**config.mk**
```make
export PLATFORM = sky130hd
export DESIGN_NAME = ptz_command_frame_encoder
export DESIGN_NICKNAME = d
export VERILOG_FILES = /design/src/ptzcfe_pkg.sv /design/src/ptzcfe_frame_build.sv /design/src/ptz_command_frame_encoder.sv
export SDC_FILE = /design/constraint.sdc
export NUM_CORES = 1
export LEC_CHECK = 0
export BUFFER_PORTS_ARGS = -buffer_cell sky130_fd_sc_hd__buf_2
export CAP_MARGIN = 20
export CORE_ASPECT_RATIO = 2
export CORE_UTILIZATION = 35
export CTS_BUF_LIST = sky130_fd_sc_hd__clkbuf_16
export DETAILED_ROUTE_END_ITERATION = 16
export PLACE_DENSITY_LB_ADDON = 0.15
export SKIP_CTS_REPAIR_TIMING = 1
export SLEW_MARGIN = 15
export SYNTH_ARGS = -nofsm -noshare
export SYNTH_HDL_FRONTEND = slang
export SYNTH_SLANG_ARGS = --single-unit
```
**constraint.sdc**
```tcl
create_clock -name clk -period 15.7 [get_ports clk]
set_input_delay 4.71 -clock clk [delete_from_list [all_inputs] [get_ports clk]]
set_output_delay 4.71 -clock clk [all_outputs]
set_load 0.02 [all_outputs]
```
**src/ptzcfe_pkg.sv**
```systemverilog
`timescale 1ns / 1ps
// ----------------------------------------------------------------------------
// ptzcfe_pkg
// Shared types and constants of the PTZ command frame encoder.
// ----------------------------------------------------------------------------
package ptzcfe_pkg;

	localparam int PRESET_ENTRIES = 195;
	localparam int PRESET_IDX_W   = (PRESET_ENTRIES > 1) ? $clog2(PRESET_ENTRIES) : 1;
	localparam int FRAME_LEN      = 9;
	localparam int CNT_W          = $clog2(FRAME_LEN);

	localparam logic [7:0] SYNC_BYTE   = 8'hFF;
	localparam logic [7:0] FORCED_ADDR = 8'h01;
	localparam logic [7:0] BYTE_CR     = 8'h0D;
	localparam logic [7:0] BYTE_LF     = 8'h0A;
	localparam logic [7:0] BAND_0      = 8'h3D;
	localparam logic [7:0] BAND_1      = 8'h3E;
	localparam logic [7:0] BAND_2      = 8'h3F;
	localparam logic [7:0] BAND_3      = 8'h40;
	localparam logic [7:0] AUTOSCAN_D2 = 8'h26;
	localparam logic [7:0] VSCAN_D2    = 8'h27;
	localparam logic [7:0] RESET_D2    = 8'h28;

	typedef enum logic [3:0] {
		OP_STOP       = 4'd0,
		OP_LEFT       = 4'd1,
		OP_RIGHT      = 4'd2,
		OP_UP         = 4'd3,
		OP_DOWN       = 4'd4,
		OP_SCANSPEED  = 4'd5,
		OP_AUTOSCAN   = 4'd6,
		OP_SETPRESET  = 4'd7,
		OP_DWELL      = 4'd8,
		OP_CALLPRESET = 4'd9,
		OP_CLEARLINE  = 4'd10,
		OP_GETPRESET  = 4'd11,
		OP_RESET      = 4'd12,
		OP_VSCAN      = 4'd13,
		OP_DELPRESET  = 4'd14,
		OP_INVALID    = 4'd15
	} op_t;

	typedef struct packed {
		logic [FRAME_LEN-1:0][7:0] bytes;
		logic                      in_range;
		logic                      mark;
	} frame_t;

endpackage

```
**src/ptzcfe_frame_build.sv**
```systemverilog
`timescale 1ns / 1ps
// ----------------------------------------------------------------------------
// ptzcfe_frame_build
// Builds the nine frame bytes, checksum and preset status of one command.
// ----------------------------------------------------------------------------
module ptzcfe_frame_build
	import ptzcfe_pkg::*;
(
	input  op_t        operation,
	input  logic [7:0] channel,
	input  logic [7:0] speed,
	input  logic [7:0] extra_arg,
	input  logic       stored_mark,
	output frame_t     frame,
	output logic       frame_ok
);

	logic [7:0] addr;
	logic [7:0] cmd1;
	logic [7:0] cmd2;
	logic [7:0] data1;
	logic [7:0] data2;
	logic [7:0] band;
	logic [7:0] csum;
	logic       in_range;

	assign in_range = ({1'b0, speed} < 9'(PRESET_ENTRIES));

	always_comb begin
		if (speed < 8'd16) begin
			band = BAND_0;
		end else if (speed < 8'd32) begin
			band = BAND_1;
		end else if (speed < 8'd48) begin
			band = BAND_2;
		end else begin
			band = BAND_3;
		end
	end

	always_comb begin
		addr     = channel;
		cmd1     = 8'h00;
		cmd2     = 8'h00;
		data1    = 8'h00;
		data2    = 8'h00;
		frame_ok = 1'b1;
		unique case (operation)
			OP_STOP: begin
			end
			OP_LEFT: begin
				cmd2  = 8'h04;
				data1 = speed;
			end
			OP_RIGHT: begin
				cmd2  = 8'h02;
				data1 = speed;
			end
			OP_UP: begin
				cmd2  = 8'h08;
				data2 = speed;
			end
			OP_DOWN: begin
				cmd2  = 8'h10;
				data2 = speed;
			end
			OP_SCANSPEED: begin
				addr  = FORCED_ADDR;
				cmd2  = 8'h03;
				data2 = band;
			end
			OP_AUTOSCAN: begin
				addr  = FORCED_ADDR;
				cmd2  = 8'h07;
				data1 = speed;
				data2 = AUTOSCAN_D2;
			end
			OP_SETPRESET: begin
				cmd2  = 8'h03;
				data1 = speed;
			end
			OP_DWELL: begin
				cmd2  = 8'h03;
				data2 = speed;
			end
			OP_CALLPRESET: begin
				cmd2  = 8'h07;
				data1 = speed;
			end
			OP_CLEARLINE: begin
				cmd2  = 8'h07;
				data1 = extra_arg;
				data2 = speed;
			end
			OP_GETPRESET: begin
				cmd1  = 8'h01;
				cmd2  = 8'h01;
				data1 = 8'h01;
				data2 = 8'h01;
			end
			OP_RESET: begin
				cmd2  = 8'h03;
				data2 = RESET_D2;
			end
			OP_VSCAN: begin
				addr  = FORCED_ADDR;
				cmd2  = 8'h07;
				data1 = speed;
				data2 = VSCAN_D2;
			end
			OP_DELPRESET: begin
				addr  = FORCED_ADDR;
				cmd2  = 8'h05;
				data2 = speed;
			end
			OP_INVALID: begin
				frame_ok = 1'b0;
			end
			default: begin
				frame_ok = 1'b0;
			end
		endcase
	end

	assign csum = addr + cmd1 + cmd2 + data1 + data2;

	always_comb begin
		frame.bytes[0] = SYNC_BYTE;
		frame.bytes[1] = addr;
		frame.bytes[2] = cmd1;
		frame.bytes[3] = cmd2;
		frame.bytes[4] = data1;
		frame.bytes[5] = data2;
		frame.bytes[6] = csum;
		frame.bytes[7] = BYTE_CR;
		frame.bytes[8] = BYTE_LF;
		frame.in_range = in_range;
		if (!in_range) begin
			frame.mark = 1'b0;
		end else if (operation == OP_SETPRESET) begin
			frame.mark = 1'b1;
		end else if (operation == OP_DELPRESET) begin
			frame.mark = 1'b0;
		end else begin
			frame.mark = stored_mark;
		end
	end

endmodule

```
**src/ptz_command_frame_encoder.sv**
```systemverilog
`timescale 1ns / 1ps
// ----------------------------------------------------------------------------
// ptz_command_frame_encoder
// Turns pan/tilt command items into nine-byte serial frames, one frame per valid item.
// ----------------------------------------------------------------------------
// Each command is registered, decoded into a full frame and then shifted out
// one byte per cycle while m_axis_tready is high; tlast marks the ninth byte.
// A new frame is loaded only as the last byte of the previous one is taken,
// so the byte serializer sets the command rate; the next command waits in the
// input register meanwhile. An accepted command passes the input register and
// then enters the output shift register, which presents its first byte.
// Invalid commands are dropped without output. Preset marks live in a one-bit
// memory of PRESET_ENTRIES entries; after reset a clearing pass writes every
// entry to zero, holding s_axis_tready low until the last entry is written.
// The mark of the addressed preset is read when a command is accepted, with
// the update of the frame being loaded in the same cycle forwarded.
// tuser reports in-range and the mark after the update.
// ----------------------------------------------------------------------------
module ptz_command_frame_encoder
	import ptzcfe_pkg::*;
(
	input  logic        clk,
	input  logic        arst_n,
	input  logic        s_axis_tvalid,
	output logic        s_axis_tready,
	input  logic [31:0] s_axis_tdata,  // operation[3:0], channel[11:4], speed[19:12],
	                                   // extra_arg[27:20], zero[31:28]
	output logic        m_axis_tvalid,
	input  logic        m_axis_tready,
	output logic [7:0]  m_axis_tdata,  // frame_byte[7:0]
	output logic        m_axis_tlast,
	output logic [1:0]  m_axis_tuser   // preset_in_range[0], preset_mark[1]
);

	logic                      valid_s1;
	op_t                       op_s1;
	logic [7:0]                channel_s1;
	logic [7:0]                speed_s1;
	logic [7:0]                extra_s1;
	logic                      mark_s1;

	logic                      marks_mem [PRESET_ENTRIES];
	logic                      clearing_q;
	logic [PRESET_IDX_W-1:0]   clr_q;
	logic [PRESET_IDX_W-1:0]   idx;
	logic                      stored_mark;
	logic                      in_fire;
	logic [PRESET_IDX_W-1:0]   rd_idx;
	logic                      rd_in_range;
	logic                      mark_we;
	logic                      wr_en;
	logic [PRESET_IDX_W-1:0]   wr_idx;
	logic                      wr_bit;

	frame_t                    frame;
	logic                      frame_ok;

	logic                      busy_q;
	logic [CNT_W-1:0]          cnt_q;
	logic [FRAME_LEN-1:0][7:0] bytes_q;
	logic                      in_range_q;
	logic                      mark_q;

	logic                      out_fire;
	logic                      last;
	logic                      frame_free;
	logic                      load;
	logic                      adv;

	assign idx         = speed_s1[PRESET_IDX_W-1:0];
	assign stored_mark = mark_s1;

	ptzcfe_frame_build u_build (
		.operation   (op_s1),
		.channel     (channel_s1),
		.speed       (speed_s1),
		.extra_arg   (extra_s1),
		.stored_mark (stored_mark),
		.frame       (frame),
		.frame_ok    (frame_ok)
	);

	assign last          = (cnt_q == CNT_W'(FRAME_LEN - 1));
	assign out_fire      = busy_q && m_axis_tready;
	assign frame_free    = !busy_q || (out_fire && last);
	assign load          = valid_s1 && frame_ok && frame_free;
	assign adv           = valid_s1 && (!frame_ok || frame_free);
	assign s_axis_tready = !clearing_q && (!valid_s1 || adv);
	assign in_fire       = s_axis_tvalid && s_axis_tready;

	assign rd_idx      = s_axis_tdata[12 +: PRESET_IDX_W];
	assign rd_in_range = ({1'b0, s_axis_tdata[19:12]} < 9'(PRESET_ENTRIES));
	assign mark_we     = load && frame.in_range &&
	                     ((op_s1 == OP_SETPRESET) || (op_s1 == OP_DELPRESET));
	assign wr_en       = clearing_q || mark_we;
	assign wr_idx      = clearing_q ? clr_q : idx;
	assign wr_bit      = !clearing_q && (op_s1 == OP_SETPRESET);

	assign m_axis_tvalid = busy_q;
	assign m_axis_tdata  = bytes_q[0];
	assign m_axis_tlast  = last;
	assign m_axis_tuser  = {mark_q, in_range_q};

	always_ff @(posedge clk or negedge arst_n) begin
		if (!arst_n) begin
			valid_s1 <= 1'b0;
		end else if (s_axis_tready) begin
			valid_s1 <= s_axis_tvalid;
		end
	end

	always_ff @(posedge clk) begin
		if (in_fire) begin
			op_s1      <= op_t'(s_axis_tdata[3:0]);
			channel_s1 <= s_axis_tdata[11:4];
			speed_s1   <= s_axis_tdata[19:12];
			extra_s1   <= s_axis_tdata[27:20];
		end
	end

	always_ff @(posedge clk or negedge arst_n) begin
		if (!arst_n) begin
			clearing_q <= 1'b1;
			clr_q      <= '0;
		end else if (clearing_q) begin
			if (clr_q == PRESET_IDX_W'(PRESET_ENTRIES - 1)) begin
				clearing_q <= 1'b0;
			end else begin
				clr_q <= clr_q + PRESET_IDX_W'(1);
			end
		end
	end

	always_ff @(posedge clk) begin
		if (wr_en) begin
			marks_mem[wr_idx] <= wr_bit;
		end
		if (in_fire) begin
			if (!rd_in_range) begin
				mark_s1 <= 1'b0;
			end else if (mark_we && (idx == rd_idx)) begin
				mark_s1 <= wr_bit;
			end else begin
				mark_s1 <= marks_mem[rd_idx];
			end
		end
	end

	always_ff @(posedge clk or negedge arst_n) begin
		if (!arst_n) begin
			busy_q <= 1'b0;
			cnt_q  <= '0;
		end else if (load) begin
			busy_q <= 1'b1;
			cnt_q  <= '0;
		end else if (out_fire) begin
			if (last) begin
				busy_q <= 1'b0;
			end else begin
				cnt_q <= cnt_q + CNT_W'(1);
			end
		end
	end

	always_ff @(posedge clk) begin
		if (load) begin
			bytes_q    <= frame.bytes;
			in_range_q <= frame.in_range;
			mark_q     <= frame.mark;
		end else if (out_fire) begin
			bytes_q <= {8'h00, bytes_q[FRAME_LEN-1:1]};
		end
	end

endmodule
```
==> metrics <==
worst-path fanout max=4; combinational fraction of design power=23.0%; Worst EP arrival=5420 ps; Min-Delay Startpoint=bytes_q[65]$_SDFFE_PP1P_; Reg-to-Reg Start=op_s1[3]$_DFFE_PP_; top_reg_cell synth=edfxtp_1; crit-path most repeated cell=buf_2; Final Hold Viols=0; largest net degree at the start of global routing=approximately 120; Worst setup EP type=primary output; slowest cell delay on critical path=280 ps; Die H=287 um; Setup-failing EPs final=0; RSZ-0062 raised after global routing=false; GP Congestion=0.926; startpoint types=input pin; Crit-path slowest cell=a31oi_1; status=completed; ant diodes=0; EDFF count, synth=274; VDD IR max=a little over 80 uV; Switch Pwr=679 uW; #FFs+latches synth=300; P&R area growth vs syn=10.9%; reg2reg path depth=15; clock power share=32.2%; die area=0.0414 mm^2; first-pass GRT wire length=58200 um; synthesized area=0.0142 mm^2; Rel. slew slack=between 20% and 30%; mean post-synth cell area=12.4 um^2; DRT antenna net count=0; internal power=1540 uW; pre-CTS setup slack=5580 ps; clock tree root buffer cell=clkbuf_16; drt drc=0; TritonCTS clock tree=built; post-DP HPWL=26500 um; hold path endpoint=bytes_q[65]$_SDFFE_PP1P_; yosys warns=0; Clock Pin Slew Worst Setup and Hold Paths=around 60 ps; commonest non-fill, non-tap cell in the layout=edfxtp_1; Met1 Wirelength=13200 um; IO Pins=49; Multi-input gate area=between 0.004 and 0.005 mm^2; CP top delay family=compound AO/OA/AOI/OAI gates; Overflow after GRT=0; worst slew pin tran=1060 ps; Via density=5.29; Hold/Removal Path Class=register to register; vias in the first global route=9404; initial antenna violation count=2; fin crit period=10130 ps; die width=144 um; clk sinks=300; Sequential Area=0.00882 mm^2; R2R Path End=bytes_q[55]$_DFFE_PP_; WP buf/inv=2; Switching Share=30.6%; dpl cells=between 1500 and 2000; Clk Latency, worst-skew pair=580 ps; nets@finish=1196; fin worst setup slack=around 5600 ps; crit-path cells=buf_2 -> a21boi_0 -> a31oi_1 -> buf_2; CTS Buf Count=29; Initial Utilization=35.4%; DR WL met2=around 23000 um; Tot Pwr=2220 uW; Setup CP Type=input pin to primary output; 1st-pass router iterations=5; Sequential Power Share=44.8%; CTS Buffer Depth=3; Max Used Layer=met5; WHS Path Cells=2; setup tns final=0 ps; post-DR wirelength/cell=23.3 um; Max Cap Viol=0; Core Util, Final=39.2%; row count=104; Max Fclk=98.7 MHz; non-filler cells, final=1687; Worst Path Required=10990 ps; ys async rst share=5.00%; power density over the cells=approximately 140 mW/mm^2; wire length on met3=1070 um; Critical path origin=m_axis_tready; core area=0.0401 mm^2; IO Port Bufs=44; Setup Skew=16.9 ps; Syn Inst Count=1140; layout cells sized above 1=13.3%; Syn Nets=1201; commonest non-fill, non-tap cells in the layout=edfxtp_1, nor2_1, nand2_1; Post-Route WL=about 40000 um; fillers=3988; post-synthesis sequential area ratio=between 60% and 70%; Max Slew Vio Count=0; period utilization=64.5%; Via Count=8925; H-tree depth=1; r2r setup slk=10770 ps; Synth cell types=58; Tot GR Track Use=around a fifth; Iter 0 DRT Violations=a little over 500; Pleak=0.00548 uW
==> state kept, by name, indices dropped and copies added (netlist names) <==
| signal | cells |
|---|---|
| mark_q | 1 |
| m_axis_tvalid | 1 |
| bytes_q | 51 |
| idx | 8 |
| valid_s1 | 1 |
| marks_mem | 195 |
| extra_s1 | 8 |
| channel_s1 | 8 |
| m_axis_tdata | 8 |
| op_s1 | 4 |
| cnt_q | 4 |
| clearing_q | 1 |
| clr_q | 8 |
| mark_s1 | 1 |
| in_range_q | 1 |
==> power groups by stage <==
stage                     logic (uW)  clock network [uW]  registers, uW
final                            510                 716            995
after floorplan                  368                   0           1000
after detailed placement         517                   0           1010
after global placement           508                   0           1010
after CTS                        519                 736            997
after global routing             568                 761           1000
==> worst reg2reg max path, delay by kind of cell (launching register included) <==
kind,cells,cell delay [ps]
AO/OA/AOI/OAI,5,1380
buffers and inverters,2,290
adder cells (fa/ha/maj),4,1710
XOR/XNOR,1,200
flip-flops,1,340
AND/OR/NAND/NOR,3,740
==> through the flow <==
stage	instance area, um^2	hold slack, ps
after global routing	15700	474
after detailed placement	14800	442
after global placement	14800	431
after CTS	15700	454
after floorplan	14200	423
final	15700	450
==> cell type report <==
class | count | area share [%]
sequential | 300 | 56.1
clock buffer | 29 | 4.61
clock inverter | 24 | 1.42
multi-input combinational | 710 | 30.7
inverter | 36 | 0.859
timing repair buffer | 58 | 2.07
tap | 530 | 4.22
==> cell families (layout without fill, tap and decap cells) <==
kind of cell	after synthesis	after routing	share of synthesized area (%)
compound gates	133	133	6.08
xor+xnor	27	27	1.76
fa+ha+maj	25	25	2.89
buf+inv	130	147	3.88
flops	300	300	62.2
mux	69	69	9.07
simple gates	456	456	14.1
==> synthesized netlist by cell type (5+ instances only) <==
| master | number | area share, % |
|---|---|---|
| a211oi_1 | 5 | 0.26 |
| a21o_1 | 17 | 0.90 |
| a21oi_1 | 15 | 0.53 |
| a22oi_1 | 8 | 0.42 |
| a31oi_1 | 5 | 0.22 |
| and3_1 | 23 | 1.0 |
| buf_1 | 5 | 0.13 |
| buf_2 | 11 | 0.39 |
| buf_4 | 11 | 0.58 |
| clkbuf_1 | 66 | 1.7 |
| dfrtp_1 | 14 | 2.5 |
| dfxtp_1 | 11 | 1.6 |
| edfxtp_1 | 274 | 58 |
| fa_1 | 13 | 1.8 |
| ha_1 | 12 | 1.1 |
| inv_1 | 36 | 0.95 |
| mux2_2 | 5 | 0.40 |
| mux2i_1 | 19 | 1.3 |
| mux4_1 | 7 | 1.3 |
| mux4_2 | 38 | 6.0 |
| nand2_1 | 106 | 2.8 |
| nand2b_1 | 15 | 0.66 |
| nand3_1 | 39 | 1.4 |
| nand3b_1 | 6 | 0.32 |
| nand4_1 | 7 | 0.31 |
| nor2_1 | 216 | 5.7 |
| nor2b_1 | 9 | 0.40 |
| nor3_1 | 11 | 0.39 |
| nor4_1 | 6 | 0.26 |
| o21ai_0 | 43 | 1.5 |
| o22ai_1 | 6 | 0.26 |
| o31ai_1 | 8 | 0.42 |
| or3_1 | 5 | 0.22 |
| xnor2_1 | 15 | 0.93 |
| xor2_1 | 11 | 0.68 |
==> routing by layer <==
| layer | vias to the layer above | GRT usage [%] |
|---|---|---|
| met5 | - | 0 |
| met4 | 4 | 11.5 |
| met3 | 101 | 2.05 |
| met2 | 183 | 38.5 |
| met1 | 4536 | 18.9 |
| li1 | 4101 | - |
==> worst max-delay path by stage <==
| stage | endpoint | depth (start not counted) |
|---|---|---|
| 3_5_place_dp | s_axis_tready | 4 |
| 4_1_cts | s_axis_tready | 4 |
| 6_report | s_axis_tready | 4 |
| 5_1_grt | s_axis_tready | 4 |
| 3_3_place_gp | s_axis_tready | 4 |
| 2_1_floorplan | marks_mem[0]$_DFFE_PP_ | 4 |
(Power assumes the default switching activity.)
